**config.mk**
```make
export PLATFORM = sky130hd
export DESIGN_NAME = bnhs_queue
export DESIGN_NICKNAME = d
export VERILOG_FILES = /design/src/hw/rtl/bnhs_pkg.sv /design/src/hw/rtl/bnhs_queue.sv
export SDC_FILE = /design/constraint.sdc
export NUM_CORES = 1
export LEC_CHECK = 0
export BUFFER_PORTS_ARGS = -buffer_cell sky130_fd_sc_hd__buf_2
export CAP_MARGIN = 20
export CORE_ASPECT_RATIO = 1.75
export CORE_MARGIN = 5
export CORE_UTILIZATION = 55
export DETAILED_ROUTE_END_ITERATION = 8
export PLACE_DENSITY_LB_ADDON = 0.12
export SYNTH_ARGS = -nofsm -noshare
export SYNTH_HDL_FRONTEND = slang
export SYNTH_SLANG_ARGS = --single-unit
```
**constraint.sdc**
```tcl
create_clock -name clk -period 3.9 [get_ports clk]
set_input_delay 0.195 -clock clk [delete_from_list [all_inputs] [get_ports clk]]
set_output_delay 0.195 -clock clk [all_outputs]
set_load 0.1 [all_outputs]
```
**src/hw/rtl/bnhs_pkg.sv**
```systemverilog
`default_nettype none

package bnhs_pkg;

	localparam int unsigned GRID_SIDE_MAX_DEF = 32;
	localparam int unsigned GRID_SIDE_HIGH    = 256;

	localparam int unsigned SIDE_W     = 16;
	localparam int unsigned COUNT_W    = 32;
	localparam int unsigned CFG_IDX_W  = 1;
	localparam int unsigned IDX_MAX_W  = $clog2(GRID_SIDE_HIGH * GRID_SIDE_HIGH);
	localparam int unsigned GRID_MAX_W = $clog2(GRID_SIDE_HIGH + 1);

	localparam int unsigned QUEUE_DEPTH = 2;

	localparam logic [CFG_IDX_W-1:0] REG_MATRIX_SIDE = 1'd0;
	localparam logic [CFG_IDX_W-1:0] REG_TILE_SIDE   = 1'd1;

	localparam logic [SIDE_W-1:0] MATRIX_SIDE_RST = 16'd1024;
	localparam logic [SIDE_W-1:0] TILE_SIDE_RST   = 16'd32;

	typedef enum logic [1:0] {
		ST_OK         = 2'd0,
		ST_GRID_EMPTY = 2'd1,
		ST_GRID_OVER  = 2'd2
	} status_t;

	// one classified element, as handed from the front to the back
	typedef struct packed {
		logic                  hit;
		logic                  last;
		status_t               status;
		logic [IDX_MAX_W-1:0]  idx;
		logic [GRID_MAX_W-1:0] grid;
	} upd_t;

	typedef enum logic [1:0] {
		F_IDLE,
		F_DIV,
		F_PUSH
	} front_state_t;

	typedef enum logic [2:0] {
		B_CLEAR,
		B_IDLE,
		B_WRITE,
		B_SCAN,
		B_DRAIN,
		B_MEAN
	} back_state_t;

endpackage

`default_nettype wire

```
**src/hw/rtl/bnhs_queue.sv**
```systemverilog
`default_nettype none

module bnhs_queue import bnhs_pkg::*; (
	input  logic clk,
	input  logic arst_n,
	input  logic push_valid,
	output logic push_ready,
	input  upd_t push_data,
	output logic pop_valid,
	input  logic pop_ready,
	output upd_t pop_data
);

	localparam int unsigned PTR_W = (QUEUE_DEPTH > 1) ? $clog2(QUEUE_DEPTH) : 1;
	localparam int unsigned CNT_W = $clog2(QUEUE_DEPTH + 1);

	upd_t             entries_q [QUEUE_DEPTH];
	logic [PTR_W-1:0] wr_ptr_q, rd_ptr_q;
	logic [CNT_W-1:0] count_q;
	logic             do_push, do_pop;

	assign push_ready = (count_q != CNT_W'(QUEUE_DEPTH));
	assign pop_valid  = (count_q != '0);
	assign pop_data   = entries_q[rd_ptr_q];
	assign do_push    = push_valid && push_ready;
	assign do_pop     = pop_valid && pop_ready;

	always_ff @(posedge clk or negedge arst_n) begin
		if (!arst_n) begin
			wr_ptr_q <= '0;
			rd_ptr_q <= '0;
			count_q  <= '0;
		end else begin
			if (do_push) begin
				wr_ptr_q <= (wr_ptr_q == PTR_W'(QUEUE_DEPTH - 1)) ? '0 : wr_ptr_q + 1'b1;
			end
			if (do_pop) begin
				rd_ptr_q <= (rd_ptr_q == PTR_W'(QUEUE_DEPTH - 1)) ? '0 : rd_ptr_q + 1'b1;
			end
			if (do_push && !do_pop) begin
				count_q <= count_q + 1'b1;
			end else if (do_pop && !do_push) begin
				count_q <= count_q - 1'b1;
			end
		end
	end

	always_ff @(posedge clk) begin
		if (do_push) begin
			entries_q[wr_ptr_q] <= push_data;
		end
	end

endmodule

`default_nettype wire

```
==> results of run 1 <==
==> layout by cell type, fill, tap and decap left out <==
cell / Yosys / final
nor2_2: 0 / 1
xnor2_1: 3 / 3
xor2_1: 2 / 2
ha_1: 1 / 1
nor2_1: 2 / 1
and3_1: 1 / 1
or2_4: 1 / 1
dfrtp_1: 4 / 4
buf_4: 0 / 2
clkbuf_1: 0 / 4
nand2b_4: 1 / 1
dlygate4sd3_1: 0 / 1
inv_1: 1 / 1
edfxtp_1: 58 / 58
nand2_4: 1 / 1
mux2_2: 29 / 29
buf_2: 0 / 63
clkbuf_8: 0 / 11
bufinv_16: 0 / 1
buf_16: 0 / 1
nand2_1: 1 / 1
==> metrics by stage <==
stage                     cells    util
after global routing        237  0.7072
after CTS                   237  0.7072
after detailed placement    220  0.6570
final                       237  0.7072
after global placement      219  0.6503
after floorplan             108       -
==> critical path, stage by stage (launching register included) <==
cell and delay, ns:
dfrtp_1 0.66, buf_16 0.23, mux2_2 0.36, buf_2 0.29
==> state kept, by name, summed over array words and instances (netlist names) <==
| name | cells |
|---|---|
| rd_ptr_q | 1 |
| count_q | 2 |
| entries_q | 58 |
| wr_ptr_q | 1 |
==> layer usage <==
layer / track usage / share of wire
met1: 0.1707 / 0.38
met5: 0 / 0
met2: 0.2537 / 0.54
met4: 0.07940 / 0.0082
met3: 0.06040 / 0.071
==> cell type report <==
cell class,instances,share of cell area
sequential,62,0.6334
clock buffer,15,0.05723
timing repair buffer,67,0.1265
clock inverter,1,0.01033
tap,49,0.02108
multi-input combinational,42,0.1502
inverter,1,0.001291
==> synthesized netlist by cell type <==
| master | number | share of area |
|---|---|---|
| inv_1 | 1 | 0.0016 |
| nand2_1 | 1 | 0.0016 |
| nor2_1 | 2 | 0.0032 |
| xor2_1 | 2 | 0.0076 |
| ha_1 | 1 | 0.0054 |
| buf_6 | 3 | 0.015 |
| dfrtp_1 | 4 | 0.043 |
| nand2b_4 | 1 | 0.0059 |
| or2_4 | 1 | 0.0038 |
| xnor2_1 | 3 | 0.011 |
| edfxtp_1 | 58 | 0.75 |
| mux2_2 | 29 | 0.14 |
| and3_1 | 1 | 0.0027 |
| nand2_4 | 1 | 0.0049 |
==> cell families (layout without fill, tap and decap cells) <==
kind of cell,after synthesis,after routing,share of synthesized area
xor gates and xnor gates,5,5,0.01893
DFF,62,62,0.7961
muxes,29,29,0.1412
adders and majority gates,1,1,0.005407
buffers and inverters,4,84,0.01622
and+or+nand+nor,7,7,0.02217
==> final timing paths <==
check,from,to,slack (ns),cells past startpoint
max in group asynchronous,arst_n,count_q[0],3.56,2
min in group asynchronous,arst_n,count_q[1],0.22,2
max reg2reg,count_q[0],entries_q[0][16],2.42,4
max,rd_ptr_q,pop_data[4],1.84,3
min reg2reg,wr_ptr_q,wr_ptr_q,0.53,1
min,push_data[6],entries_q[0][6],0.06,1
==> flow_metrics.env, run 1 <==
export IMPL_cp_end_kind="output port"
export IMPL_grt_pass1_vias=1353
export IMPL_slew_headroom=0.6577
export IMPL_die_w_um=59.03
export IMPL_clk_latency_ns=0.32
export IMPL_skew_ns=0.008464
export IMPL_cts_hold_buf=1
export IMPL_ios=64
export IMPL_place_congestion=0.6773
export IMPL_nets=217
export IMPL_cts_tree="done"
export IMPL_post_cts_setup_buffers=0
export IMPL_clock_fmax_mhz=484.8
export IMPL_cts_resized=0
export IMPL_register_area_mm2=0.001842
export IMPL_setup_ws_ns=1.837
export IMPL_drive_above_1_share=0.5904
export IMPL_clock_sinks=62
export IMPL_core_area_mm2=0.004111
export IMPL_path_max_fanout=20
export IMPL_period_needed_ns=2.063
export IMPL_dp_hpwl_mm=2.669
export IMPL_fillers=290
export IMPL_post_route_period_util=0.5289
export IMPL_cp_required_ns=3.70
export IMPL_critPathArrivalTime_ns=1.87
export IMPL_insertedDiodeCount=0
export IMPL_start_util=0.5627
export IMPL_worst_slew_pin_slew_ns=0.5135
export IMPL_firstDrtPassIters=4
export IMPL_clock_root_buffer="clkbuf_8"
export IMPL_multiInputGateArea_um2=436.7
export IMPL_setup_viol=0
export IMPL_clockBufferDepth=2
export IMPL_slew_violations=0
export IMPL_critPathKind="reg -> out"
export IMPL_ys_seq_area_frac=0.7961
export IMPL_status="complete, no violations"
export IMPL_synthCells=108
export IMPL_routed_wl_mm=3.901
export IMPL_grt_max_degree=30
export IMPL_syn_nets=142
export IMPL_yosys_warnings=0
export IMPL_path_clk_slew_ns=0.06
export IMPL_dieArea_mm2=0.005654
export IMPL_viasPerCell=5.042
export IMPL_finalHoldViolCount=0
export IMPL_whs_ns=0.06182
export IMPL_drv_cap=0
export IMPL_finalSetupTns_ns=0
export IMPL_cts_htree_levels=3
export IMPL_fp_row_count=31
export IMPL_num_vias=1195
export IMPL_grt_pass1_wl_mm=6.196
export IMPL_die_h_um=95.80
export IMPL_wl_per_cell_um=16.46
export IMPL_start_kind="register"
export IMPL_area_growth_syn_to_layout_pct=25.69
export IMPL_placed_cell_area_mm2=0.002701
export IMPL_drt_iter0_markers=58
export IMPL_grt_overflow=0
export IMPL_place_ws_ns=2.158
export IMPL_port_buffers=63
export IMPL_ys_types=14
export IMPL_antenna_left=0
export IMPL_hp_class="in -> reg"
export IMPL_drc=0
export IMPL_rsz0062_at_grt="false"
export IMPL_grt_total_usage=0.1545
export IMPL_postSynthAreaPerCell_um2=21.42
export IMPL_ys_ff_latch=62
export IMPL_cts_buffers=9
export IMPL_fin_area_mm2=0.002908
export IMPL_syn_area_mm2=0.002313
export IMPL_antenna_found_initial=0
Power of run 1 is not shown: default switching activity piles up to over one toggle a cycle in this logic, so the estimate is an artifact.
==> inputs of run 2 (changes only) <==
CORE_UTILIZATION = 46   (was 55)
clock period = 1.82 ns   (was 3.9 ns; I/O delays follow)
==> run 2 against run 1 <==
Register-to-register slack worse by 2.1 ns. Final area grew 25%. Clock-buffer cell count down 6. Clock skew is 0.0015 ns lower. Global-route usage down 0.70 points. Cell count grew 16%. Sequential share of layout area down 13 points. Via count grew 8.7%. Highest routed layer unchanged. Critical path depth stayed put. Non-clock buffer count increased by 32. Core utilization rose by 2.9 points.
==> flow_metrics.env, run 2 (synthesized netlist as in run 1, its figures left out) <==
export IMPL_status="complete, no violations"
export IMPL_slew_violations=0
export IMPL_clockBufferDepth=2
export IMPL_final_common_cell="edfxtp_1"
export IMPL_grt_pass1_vias=1510
export IMPL_path_clk_slew_ns=0.06
export IMPL_slew_headroom=0.6699
export IMPL_regMostFlops="entries_q"
export IMPL_hold_start="pop_ready"
export IMPL_die_h_um=103.8
export IMPL_grt_max_degree=16
export IMPL_worstSetupStartpoint="rd_ptr_q"
export IMPL_grt_total_usage=0.1475
export IMPL_nets=249
export IMPL_drive_above_1_share=0.5227
export IMPL_cp_required_ns=1.73
export IMPL_firstDrtPassIters=4
export IMPL_crit_buf_inv=2
export IMPL_clock_sinks=62
export IMPL_post_route_period_util=0.8691
export IMPL_fillers=308
export IMPL_hp_class="in -> reg"
export IMPL_crit_path_cell_trace="buf_4 -> mux2_2 -> buf_12"
export IMPL_setup_viol=0
export IMPL_wl_per_cell_um=16.19
export IMPL_antenna_left=0
export IMPL_finalSetupTns_ns=0
export IMPL_dp_hpwl_mm=3.017
export IMPL_critPathTopFamily="buffers and inverters"
export IMPL_worst_slew_pin_slew_ns=0.4985
export IMPL_start_util=0.4688
export IMPL_period_needed_ns=1.582
export IMPL_cts_buffers=9
export IMPL_finalHoldViolCount=0
export IMPL_area_growth_syn_to_layout_pct=56.95
export IMPL_r2r_start="count_q[0]"
export IMPL_dieArea_mm2=0.006604
export IMPL_top_regs="entries_q x58, count_q x2"
export IMPL_routed_wl_mm=4.436
export IMPL_critPathArrivalTime_ns=1.49
export IMPL_viasPerCell=4.741
export IMPL_critPathSlowestCell="mux2_2"
export IMPL_drt_iter0_markers=32
export IMPL_clock_root_buffer="clkbuf_8"
export IMPL_num_vias=1299
export IMPL_cp_end_kind="output port"
export IMPL_rsz0062_at_grt="false"
export IMPL_antenna_found_initial=0
export IMPL_drv_cap=0
export IMPL_grt_overflow=0
export IMPL_port_buffers=63
export IMPL_clock_fmax_mhz=632.2
export IMPL_cpPeakStageDelay_ns=0.40
export IMPL_path_max_fanout=15
export IMPL_clk_latency_ns=0.33
export IMPL_grt_pass1_wl_mm=7.452
export IMPL_critPathKind="reg -> out"
export IMPL_insertedDiodeCount=0
export IMPL_die_w_um=63.61
export IMPL_place_congestion=0.6212
export IMPL_mostFrequentLayoutCells="edfxtp_1 (58), buf_2 (34), dlygate4sd3_1 (30), mux2_2 (29), buf_12 (29)"
export IMPL_start_kind="register"
export IMPL_cts_htree_levels=3
export IMPL_largest_reg_flops=58
export IMPL_cts_tree="done"
export IMPL_ios=64
export IMPL_fp_row_count=34
export IMPL_skew_ns=0.006946
export IMPL_core_area_mm2=0.004935
export IMPL_drc=0
==> run 2: changes by cell type in the layout (fill, tap and decap cells not counted), sizes merged <==
cell         previous run  this run
buf                    66        69
dlygate4sd3             1        30
clkbuf                 15         9
clkinv                  0         6
==> run 2: final timing paths <==
| check | to | slack (ns) | depth (start not counted) |
|---|---|---|---|
| setup / recovery | pop_data[17] | 0.24 | 3 |
| setup reg to reg | count_q[1] | 0.32 | 6 |
| hold reg to reg | count_q[0] | 0.54 | 1 |
| max in group asynchronous | rd_ptr_q | 1.60 | 2 |
| min in group asynchronous | count_q[0] | 0.09 | 2 |
| hold / removal | rd_ptr_q | 0.03 | 3 |
==> run 2: metrics by stage <==
step / hold WS [ns] / setup WS (ns) / std cells / util / area, um2
6_report: 0.03417 / 0.2382 / 274 / 0.7358 / 3631
4_1_cts: 0.01905 / 0.2069 / 274 / 0.7358 / 3631
3_5_place_dp: -0.09589 / 0.3260 / 228 / 0.6387 / 3152
2_1_floorplan: -0.2046 / 0.04144 / 108 / - / 2322
5_1_grt: 0.03366 / 0.1608 / 274 / 0.7358 / 3631
3_3_place_gp: -0.1014 / 0.3809 / 228 / 0.6387 / 3152
==> run 2: timing repair <==
item / 4_1_cts / 5_1_grt
hold endpoints to repair: 62 / 0
setup buffers: 0 / 0
hold buffers: 30 / 0
gates resized for setup: 0 / 0
endpoints found under the setup margin: 0 / 0
==> run 2: cell type report <==
type	instances	area, um2	share of cell area
tap	54	67.56	0.01861
clock buffer	9	123.9	0.03411
clock inverter	7	55.05	0.01516
inverter	1	3.754	0.001034
timing repair buffer	99	1096	0.3019
multi-input combinational	42	442.9	0.1220
sequential	62	1842	0.5072
==> run 2: layer usage <==
| layer | share of wire | GRT usage |
|---|---|---|
| met2 | 0.56 | 0.2587 |
| met1 | 0.36 | 0.1550 |
| met5 | 0 | 0 |
| met3 | 0.066 | 0.05525 |
| met4 | 0.015 | 0.05795 |
==> run 2: tightest hold or removal path: stages <==
cell and delay, ns:
buf_2 0.12, nand2_4 0.06, xnor2_1 0.05
Power of run 2 is left out for the same reason.
