`src/hw/rtl/bnhs_pkg.sv`:
```
`default_nettype none

package bnhs_pkg;

	localparam int unsigned GRID_SIDE_MAX_DEF = 32;
	localparam int unsigned GRID_SIDE_HIGH    = 256;

	localparam int unsigned SIDE_W     = 16;
	localparam int unsigned COUNT_W    = 32;
	localparam int unsigned CFG_IDX_W  = 1;
	localparam int unsigned IDX_MAX_W  = $clog2(GRID_SIDE_HIGH * GRID_SIDE_HIGH);
	localparam int unsigned GRID_MAX_W = $clog2(GRID_SIDE_HIGH + 1);

	localparam int unsigned QUEUE_DEPTH = 2;

	localparam logic [CFG_IDX_W-1:0] REG_MATRIX_SIDE = 1'd0;
	localparam logic [CFG_IDX_W-1:0] REG_TILE_SIDE   = 1'd1;

	localparam logic [SIDE_W-1:0] MATRIX_SIDE_RST = 16'd1024;
	localparam logic [SIDE_W-1:0] TILE_SIDE_RST   = 16'd32;

	typedef enum logic [1:0] {
		ST_OK         = 2'd0,
		ST_GRID_EMPTY = 2'd1,
		ST_GRID_OVER  = 2'd2
	} status_t;

	// one classified element, as handed from the front to the back
	typedef struct packed {
		logic                  hit;
		logic                  last;
		status_t               status;
		logic [IDX_MAX_W-1:0]  idx;
		logic [GRID_MAX_W-1:0] grid;
	} upd_t;

	typedef enum logic [1:0] {
		F_IDLE,
		F_DIV,
		F_PUSH
	} front_state_t;

	typedef enum logic [2:0] {
		B_CLEAR,
		B_IDLE,
		B_WRITE,
		B_SCAN,
		B_DRAIN,
		B_MEAN
	} back_state_t;

endpackage

`default_nettype wire

```
`src/hw/rtl/bnhs_in_if.sv`:
```
`default_nettype none

interface bnhs_in_if import bnhs_pkg::*; ();
	logic              valid;
	logic              ready;
	logic [SIDE_W-1:0] row_index;
	logic [SIDE_W-1:0] column_index;
	logic              is_nonzero;
	logic              final_element;

	modport source (
		output valid, row_index, column_index, is_nonzero, final_element,
		input  ready
	);
	modport sink (
		input  valid, row_index, column_index, is_nonzero, final_element,
		output ready
	);
endinterface

`default_nettype wire

```
`src/hw/rtl/bnhs_front.sv`:
```
`default_nettype none

module bnhs_front import bnhs_pkg::*; #(
	parameter int unsigned GRID_SIDE_MAX = GRID_SIDE_MAX_DEF
) (
	input  logic                 clk,
	input  logic                 arst_n,
	bnhs_in_if.sink              element,
	input  logic                 cfg_we,
	input  logic [CFG_IDX_W-1:0] cfg_index,
	input  logic [SIDE_W-1:0]    cfg_data,
	input  logic                 hold,
	output upd_t                 upd,
	output logic                 upd_valid,
	input  logic                 upd_ready
);

	localparam int unsigned ROW_W  = (GRID_SIDE_MAX > 1) ? $clog2(GRID_SIDE_MAX) : 1;
	localparam int unsigned STEP_W = $clog2(SIDE_W);
	localparam int unsigned LANES  = 3;

	front_state_t state_q, state_n;

	logic [SIDE_W-1:0] matrix_side_q, tile_side_q;
	logic [SIDE_W-1:0] row_q, col_q, msd_q, tsd_q;
	logic              nz_q, last_q;
	logic [STEP_W-1:0] step_q;

	// lane 0: matrix side, lane 1: row, lane 2: column; all divided by the tile side
	logic [SIDE_W-1:0] rem_q [LANES];
	logic [SIDE_W-1:0] dvd_q [LANES];
	logic [SIDE_W-1:0] rem_n [LANES];
	logic [SIDE_W-1:0] dvd_n [LANES];
	logic [SIDE_W:0]   trial [LANES];
	logic [SIDE_W:0]   diff  [LANES];

	logic [SIDE_W-1:0]    grid_full, br, bc;
	status_t              status;
	logic                 hit;
	logic [IDX_MAX_W-1:0] idx_calc;

	always_comb begin
		for (int l = 0; l < LANES; l++) begin
			trial[l] = {rem_q[l], dvd_q[l][SIDE_W-1]};
			diff[l]  = trial[l] - {1'b0, tsd_q};
			if (trial[l] >= {1'b0, tsd_q}) begin
				rem_n[l] = diff[l][SIDE_W-1:0];
				dvd_n[l] = {dvd_q[l][SIDE_W-2:0], 1'b1};
			end else begin
				rem_n[l] = trial[l][SIDE_W-1:0];
				dvd_n[l] = {dvd_q[l][SIDE_W-2:0], 1'b0};
			end
		end
	end

	// classify once the quotients are in
	always_comb begin
		grid_full = dvd_q[0];
		br        = dvd_q[1];
		bc        = dvd_q[2];
		if (tsd_q == '0 || grid_full == '0) begin
			status = ST_GRID_EMPTY;
		end else if (grid_full > SIDE_W'(GRID_SIDE_MAX)) begin
			status = ST_GRID_OVER;
		end else begin
			status = ST_OK;
		end
		hit = nz_q && (status == ST_OK) && (row_q < msd_q) && (col_q < msd_q)
			&& (br < grid_full) && (bc < grid_full);
		idx_calc = IDX_MAX_W'(br[ROW_W-1:0]) * IDX_MAX_W'(GRID_SIDE_MAX)
			+ IDX_MAX_W'(bc[ROW_W-1:0]);
	end

	always_comb begin
		state_n       = state_q;
		element.ready = 1'b0;
		upd_valid     = 1'b0;
		upd.hit       = hit;
		upd.last      = last_q;
		upd.status    = status;
		upd.idx       = idx_calc;
		upd.grid      = grid_full[GRID_MAX_W-1:0];
		case (state_q)
			F_IDLE: begin
				element.ready = !hold;
				if (element.valid && !hold) begin
					state_n = F_DIV;
				end
			end
			F_DIV: begin
				if (step_q == STEP_W'(SIDE_W - 1)) begin
					state_n = F_PUSH;
				end
			end
			F_PUSH: begin
				upd_valid = 1'b1;
				if (upd_ready) begin
					state_n = F_IDLE;
				end
			end
			default: state_n = F_IDLE;
		endcase
	end

	always_ff @(posedge clk or negedge arst_n) begin
		if (!arst_n) begin
			state_q       <= F_IDLE;
			step_q        <= '0;
			matrix_side_q <= MATRIX_SIDE_RST;
			tile_side_q   <= TILE_SIDE_RST;
		end else begin
			state_q <= state_n;
			if (state_q == F_DIV) begin
				step_q <= step_q + 1'b1;
			end else begin
				step_q <= '0;
			end
			if (cfg_we) begin
				case (cfg_index)
					REG_MATRIX_SIDE: matrix_side_q <= cfg_data;
					REG_TILE_SIDE:   tile_side_q   <= cfg_data;
					default: ;
				endcase
			end
		end
	end

	always_ff @(posedge clk) begin
		if (state_q == F_IDLE && element.valid && !hold) begin
			row_q    <= element.row_index;
			col_q    <= element.column_index;
			nz_q     <= element.is_nonzero;
			last_q   <= element.final_element;
			msd_q    <= matrix_side_q;
			tsd_q    <= tile_side_q;
			dvd_q[0] <= matrix_side_q;
			dvd_q[1] <= element.row_index;
			dvd_q[2] <= element.column_index;
			for (int l = 0; l < LANES; l++) begin
				rem_q[l] <= '0;
			end
		end else if (state_q == F_DIV) begin
			for (int l = 0; l < LANES; l++) begin
				rem_q[l] <= rem_n[l];
				dvd_q[l] <= dvd_n[l];
			end
		end
	end

endmodule

`default_nettype wire

```
`src/flat_wrapper.sv`:
```
// flat-port wrapper written by rule: the top's interface ports become plain ports
module bnhs_front_flat import bnhs_pkg::*;
#(
	parameter int unsigned GRID_SIDE_MAX = GRID_SIDE_MAX_DEF
)
  (clk, arst_n, cfg_we, cfg_index, cfg_data, hold, upd, upd_valid, upd_ready, element_valid, element_row_index, element_column_index, element_is_nonzero, element_final_element, element_ready);
  bnhs_in_if element_i ();
  input  logic clk;
  input  logic arst_n;
  input  logic cfg_we;
  input  logic [CFG_IDX_W-1:0] cfg_index;
  input  logic [SIDE_W-1:0] cfg_data;
  input  logic hold;
  output upd_t upd;
  output logic upd_valid;
  input  logic upd_ready;
  input wire logic [$bits(element_i.valid)-1:0] element_valid;
  input wire logic [$bits(element_i.row_index)-1:0] element_row_index;
  input wire logic [$bits(element_i.column_index)-1:0] element_column_index;
  input wire logic [$bits(element_i.is_nonzero)-1:0] element_is_nonzero;
  input wire logic [$bits(element_i.final_element)-1:0] element_final_element;
  output wire logic [$bits(element_i.ready)-1:0] element_ready;
  assign element_i.valid = element_valid;
  assign element_i.row_index = element_row_index;
  assign element_i.column_index = element_column_index;
  assign element_i.is_nonzero = element_is_nonzero;
  assign element_i.final_element = element_final_element;
  assign element_ready = element_i.ready;
  bnhs_front #(.GRID_SIDE_MAX(GRID_SIDE_MAX)) u_core (.clk(clk), .arst_n(arst_n), .element(element_i), .cfg_we(cfg_we), .cfg_index(cfg_index), .cfg_data(cfg_data), .hold(hold), .upd(upd), .upd_valid(upd_valid), .upd_ready(upd_ready));
endmodule
```
`config.mk`:
```
export PLATFORM = sky130hd
export DESIGN_NAME = bnhs_front_flat
export DESIGN_NICKNAME = d
export VERILOG_FILES = /design/src/hw/rtl/bnhs_pkg.sv /design/src/hw/rtl/bnhs_in_if.sv /design/src/hw/rtl/bnhs_front.sv /design/src/flat_wrapper.sv
export SDC_FILE = /design/constraint.sdc
export NUM_CORES = 1
export LEC_CHECK = 0
export ABC_AREA = 1
export BUFFER_PORTS_ARGS = -buffer_cell sky130_fd_sc_hd__buf_2
export CORE_MARGIN = 2
export CORE_UTILIZATION = 39
export DETAILED_ROUTE_END_ITERATION = 8
export GPL_ROUTABILITY_DRIVEN = 0
export SYNTH_ARGS = -nofsm -noshare
export SYNTH_HDL_FRONTEND = slang
export SYNTH_SLANG_ARGS = --single-unit
```
`constraint.sdc`:
```
create_clock -name clk -period 5.8 [get_ports clk]
set_clock_uncertainty 0.15 [all_clocks]
set_input_delay 0.58 -clock clk [delete_from_list [all_inputs] [get_ports clk]]
set_output_delay 0.58 -clock clk [all_outputs]
set_load 0.05 [all_outputs]
```
==> run summary <==
Status: completed
Final #Nets: 1,816
Hpwl dp: 22.3 mm
DR iter-0 viols: 631
GR Overflow Total: 0
Clock buffer depth: 2
Post-Route Utilization: 0.435
Initial antenna violation count: 0
Critical path arrival: 2.51 ns
IO Pins: 88
FP Rows: 66
WL final: 30.6 mm
CTS clock-pin slew for the worst setup and hold paths: 0.09 ns
Crit path time final: 3.24 ns
First-pass DRT Iterations: 5
Yosys cell types: 41
Worst Setup Path Type: register to primary output
Die Y: 186 um
Storage element area: 5820 sq um
Die Area: 34,600 sq um
Post-CTS Resized: 0
TNS Setup: 0 ns
Vias in the first global route: 9,728
Post-synth top flop: edfxtp_1
Post-synth ARST share: 0.190
Final cell count without fillers: 2,102
Routed Antenna Nets: 0
Worst Max-Slew Pin Slew: 1.00 ns
Leakage power: 7.10 nW
Critical Path Fanout Max: 3
Fraction of layout cells with a size suffix above 1: 0.110
Max-cap check violation count: 0
Sequential cell area fraction in the yosys report: 0.450
Post-Syn Area per Cell: 8.11 sq um
DR WL/cell: 14.5 um
CTS tree: done
Via Count: 10,000
GRT Total Usage: 0.184
CORE AREA: 32,600 sq um
Endpoint class of the critical path: primary output
Critical Path Source: u_core.dvd_q[0][31]$_DFFE_PP_
Drt drc: 0
Post-synth EDFFs: 162
Largest net degree at the start of global routing: 83
Pins Over Slew Limit: 0
Fill cells: 3,256
Hold WS: 0.125 ns
Drt via density: 4.77
Placed Cells: 2,070
Cell Area, Synth: 12,900 sq um
Die W: 186 um
Root buf cell: clkbuf_16
Worst-Skew Late Latency: 0.44 ns
Area of the multi-input gates: 5840 sq um
Final worst-path cycle share: 0.558
Postcts setup bufs: 0
Layout area overhead: 9.60%
Final Hold Viols: 0
Commonest non-fill, non-tap cell in the layout: nand2_1
VDD IR max: 471 uV
Starting density of the core: 0.397
Most frequent cells in the layout: nand2_1 (522), inv_1 (230), edfxtp_1 (162)
H-Tree Depth: 4
Number of diodes: 0
Finish-stage setup viols: 0
Max Fclk: 309 MHz
First-pass GRT wire length: 49.4 mm
Cells after Synth: 1,594
I/O Buffers: 81
Number of synthesized register bits: 200
RSZ-0062 raised after global routing: false
Power Dens Cells: 631 nW/um^2
Clk sinks: 200
Worst hold path class: input pin to asynchronous set/reset pin
TritonCTS Buffers: 17
CP required: 5.07 ns
Hold buffer count at cts: 0
Critical path launch point type: register
Yosys warnings: 0
Worst r2r src: u_core.state_q[1]$_DFFE_PN0P_
Slew Limit Headroom: 0.331
==> cells by family after synthesis <==
group	count (synthesis)	share of synthesized area
simple gates	827	0.270
buf+inv	301	0.102
flops	200	0.450
compound gates	132	0.0535
fa+ha+maj	112	0.110
xor+xnor	21	0.0142
other cells	1	0.000290
==> worst paths after layout <==
check                           slack, ns                                    to  cells past startpoint
worst max-delay path                 2.56                               upd[28]                     11
worst min-delay path                 0.12  u_core.matrix_side_q[13]$_DFFE_PN0P_                      1
worst max register to register       2.64         u_core.dvd_q[0][22]$_DFFE_PP_                      8
worst min register to register       0.30             u_core.tsd_q[2]$_DFFE_PP_                      0
max in group asynchronous            4.76     u_core.tile_side_q[2]$_DFFE_PN0P_                      1
min in group clk                     0.16                 u_core.nz_q$_DFFE_PP_                      1
==> metal layers <==
layer | part of all wire | global-route usage | up-vias
met5 | 0 | 0 | -
met2 | 0.47 | 0.307 | 199
met1 | 0.47 | 0.246 | 4628
met4 | 0.019 | 0.0539 | 0
met3 | 0.036 | 0.0307 | 31
li1 | - | - | 5163
==> worst max-delay path, stage by stage, from the launching register on <==
cell and delay (ns):
edfxtp_1 0.49, ha_1 0.38, nand3_1 0.18, nor2_1 0.07, nor2_1 0.09, nand3_1 0.08, nor2_1 0.15, nand2_1 0.07
nor2_1 0.11, nand3_1 0.07, nor2_1 0.11, buf_2 0.27
==> report_power, final <==
part | internal [mW] | switching, mW
clock | 0.616 | 0.612
sequential | 2.39 | 0.325
combinational | 1.68 | 3.32
==> cell usage after synthesis (2+ instances only) <==
library cell | instances | area, sq um
nand2_1 | 523 | 1960
inv_1 | 230 | 863
edfxtp_1 | 162 | 4860
nor2_1 | 145 | 544
ha_1 | 109 | 1360
nand3_1 | 67 | 335
o21ai_0 | 61 | 305
a21oi_1 | 49 | 245
dfrtp_1 | 36 | 901
buf_4 | 27 | 203
nor2_2 | 24 | 150
nand3b_1 | 23 | 173
clkbuf_1 | 16 | 60.1
xor2_1 | 15 | 131
inv_2 | 12 | 45.0
o21ai_1 | 11 | 55.1
nand4_1 | 9 | 56.3
nor3_1 | 9 | 45.0
buf_6 | 8 | 90.1
nand2_2 | 7 | 43.8
o21a_1 | 7 | 52.6
xnor2_1 | 6 | 52.6
nand3_2 | 4 | 40.0
nor2_4 | 4 | 45.0
buf_1 | 3 | 11.3
fa_1 | 3 | 60.1
nor4_1 | 3 | 18.8
and2_1 | 2 | 12.5
buf_2 | 2 | 10.0
dfstp_2 | 2 | 52.6
inv_4 | 2 | 12.5
nand2_4 | 2 | 22.5
o21ai_2 | 2 | 17.5
or2_2 | 2 | 12.5
==> cell type report <==
class	instances	area share
tap	442	0.0390
multi-input combinational	1098	0.412
sequential	200	0.410
inverter	244	0.0650
timing repair buffer	86	0.0312
clock inverter	13	0.00997
clock buffer	19	0.0327
==> per-stage QoR <==
| stage | power, mW | setup WS (ns) | instance area, sq um |
|---|---|---|---|
| global route | 9.84 | 2.36 | 14200 |
| detailed placement | 7.73 | 2.44 | 13600 |
| finish | 8.94 | 2.56 | 14200 |
| global placement | 7.63 | 2.50 | 13600 |
| CTS | 8.99 | 2.53 | 14200 |
| floorplan | 6.72 | 0.470 | 13000 |
==> flip-flops by register name, indices dropped and copies added (netlist names) <==
register and flops:
u_core.last_q 1, u_core.nz_q 1, u_core.state_q 2, u_core.msd_q 16
u_core.matrix_side_q 16, u_core.rem_q 48, u_core.dvd_q 48, u_core.tsd_q 16
u_core.col_q 16, u_core.row_q 16, u_core.tile_side_q 16, u_core.step_q 4
No activity file was read; power rests on OpenSTA's default activity.
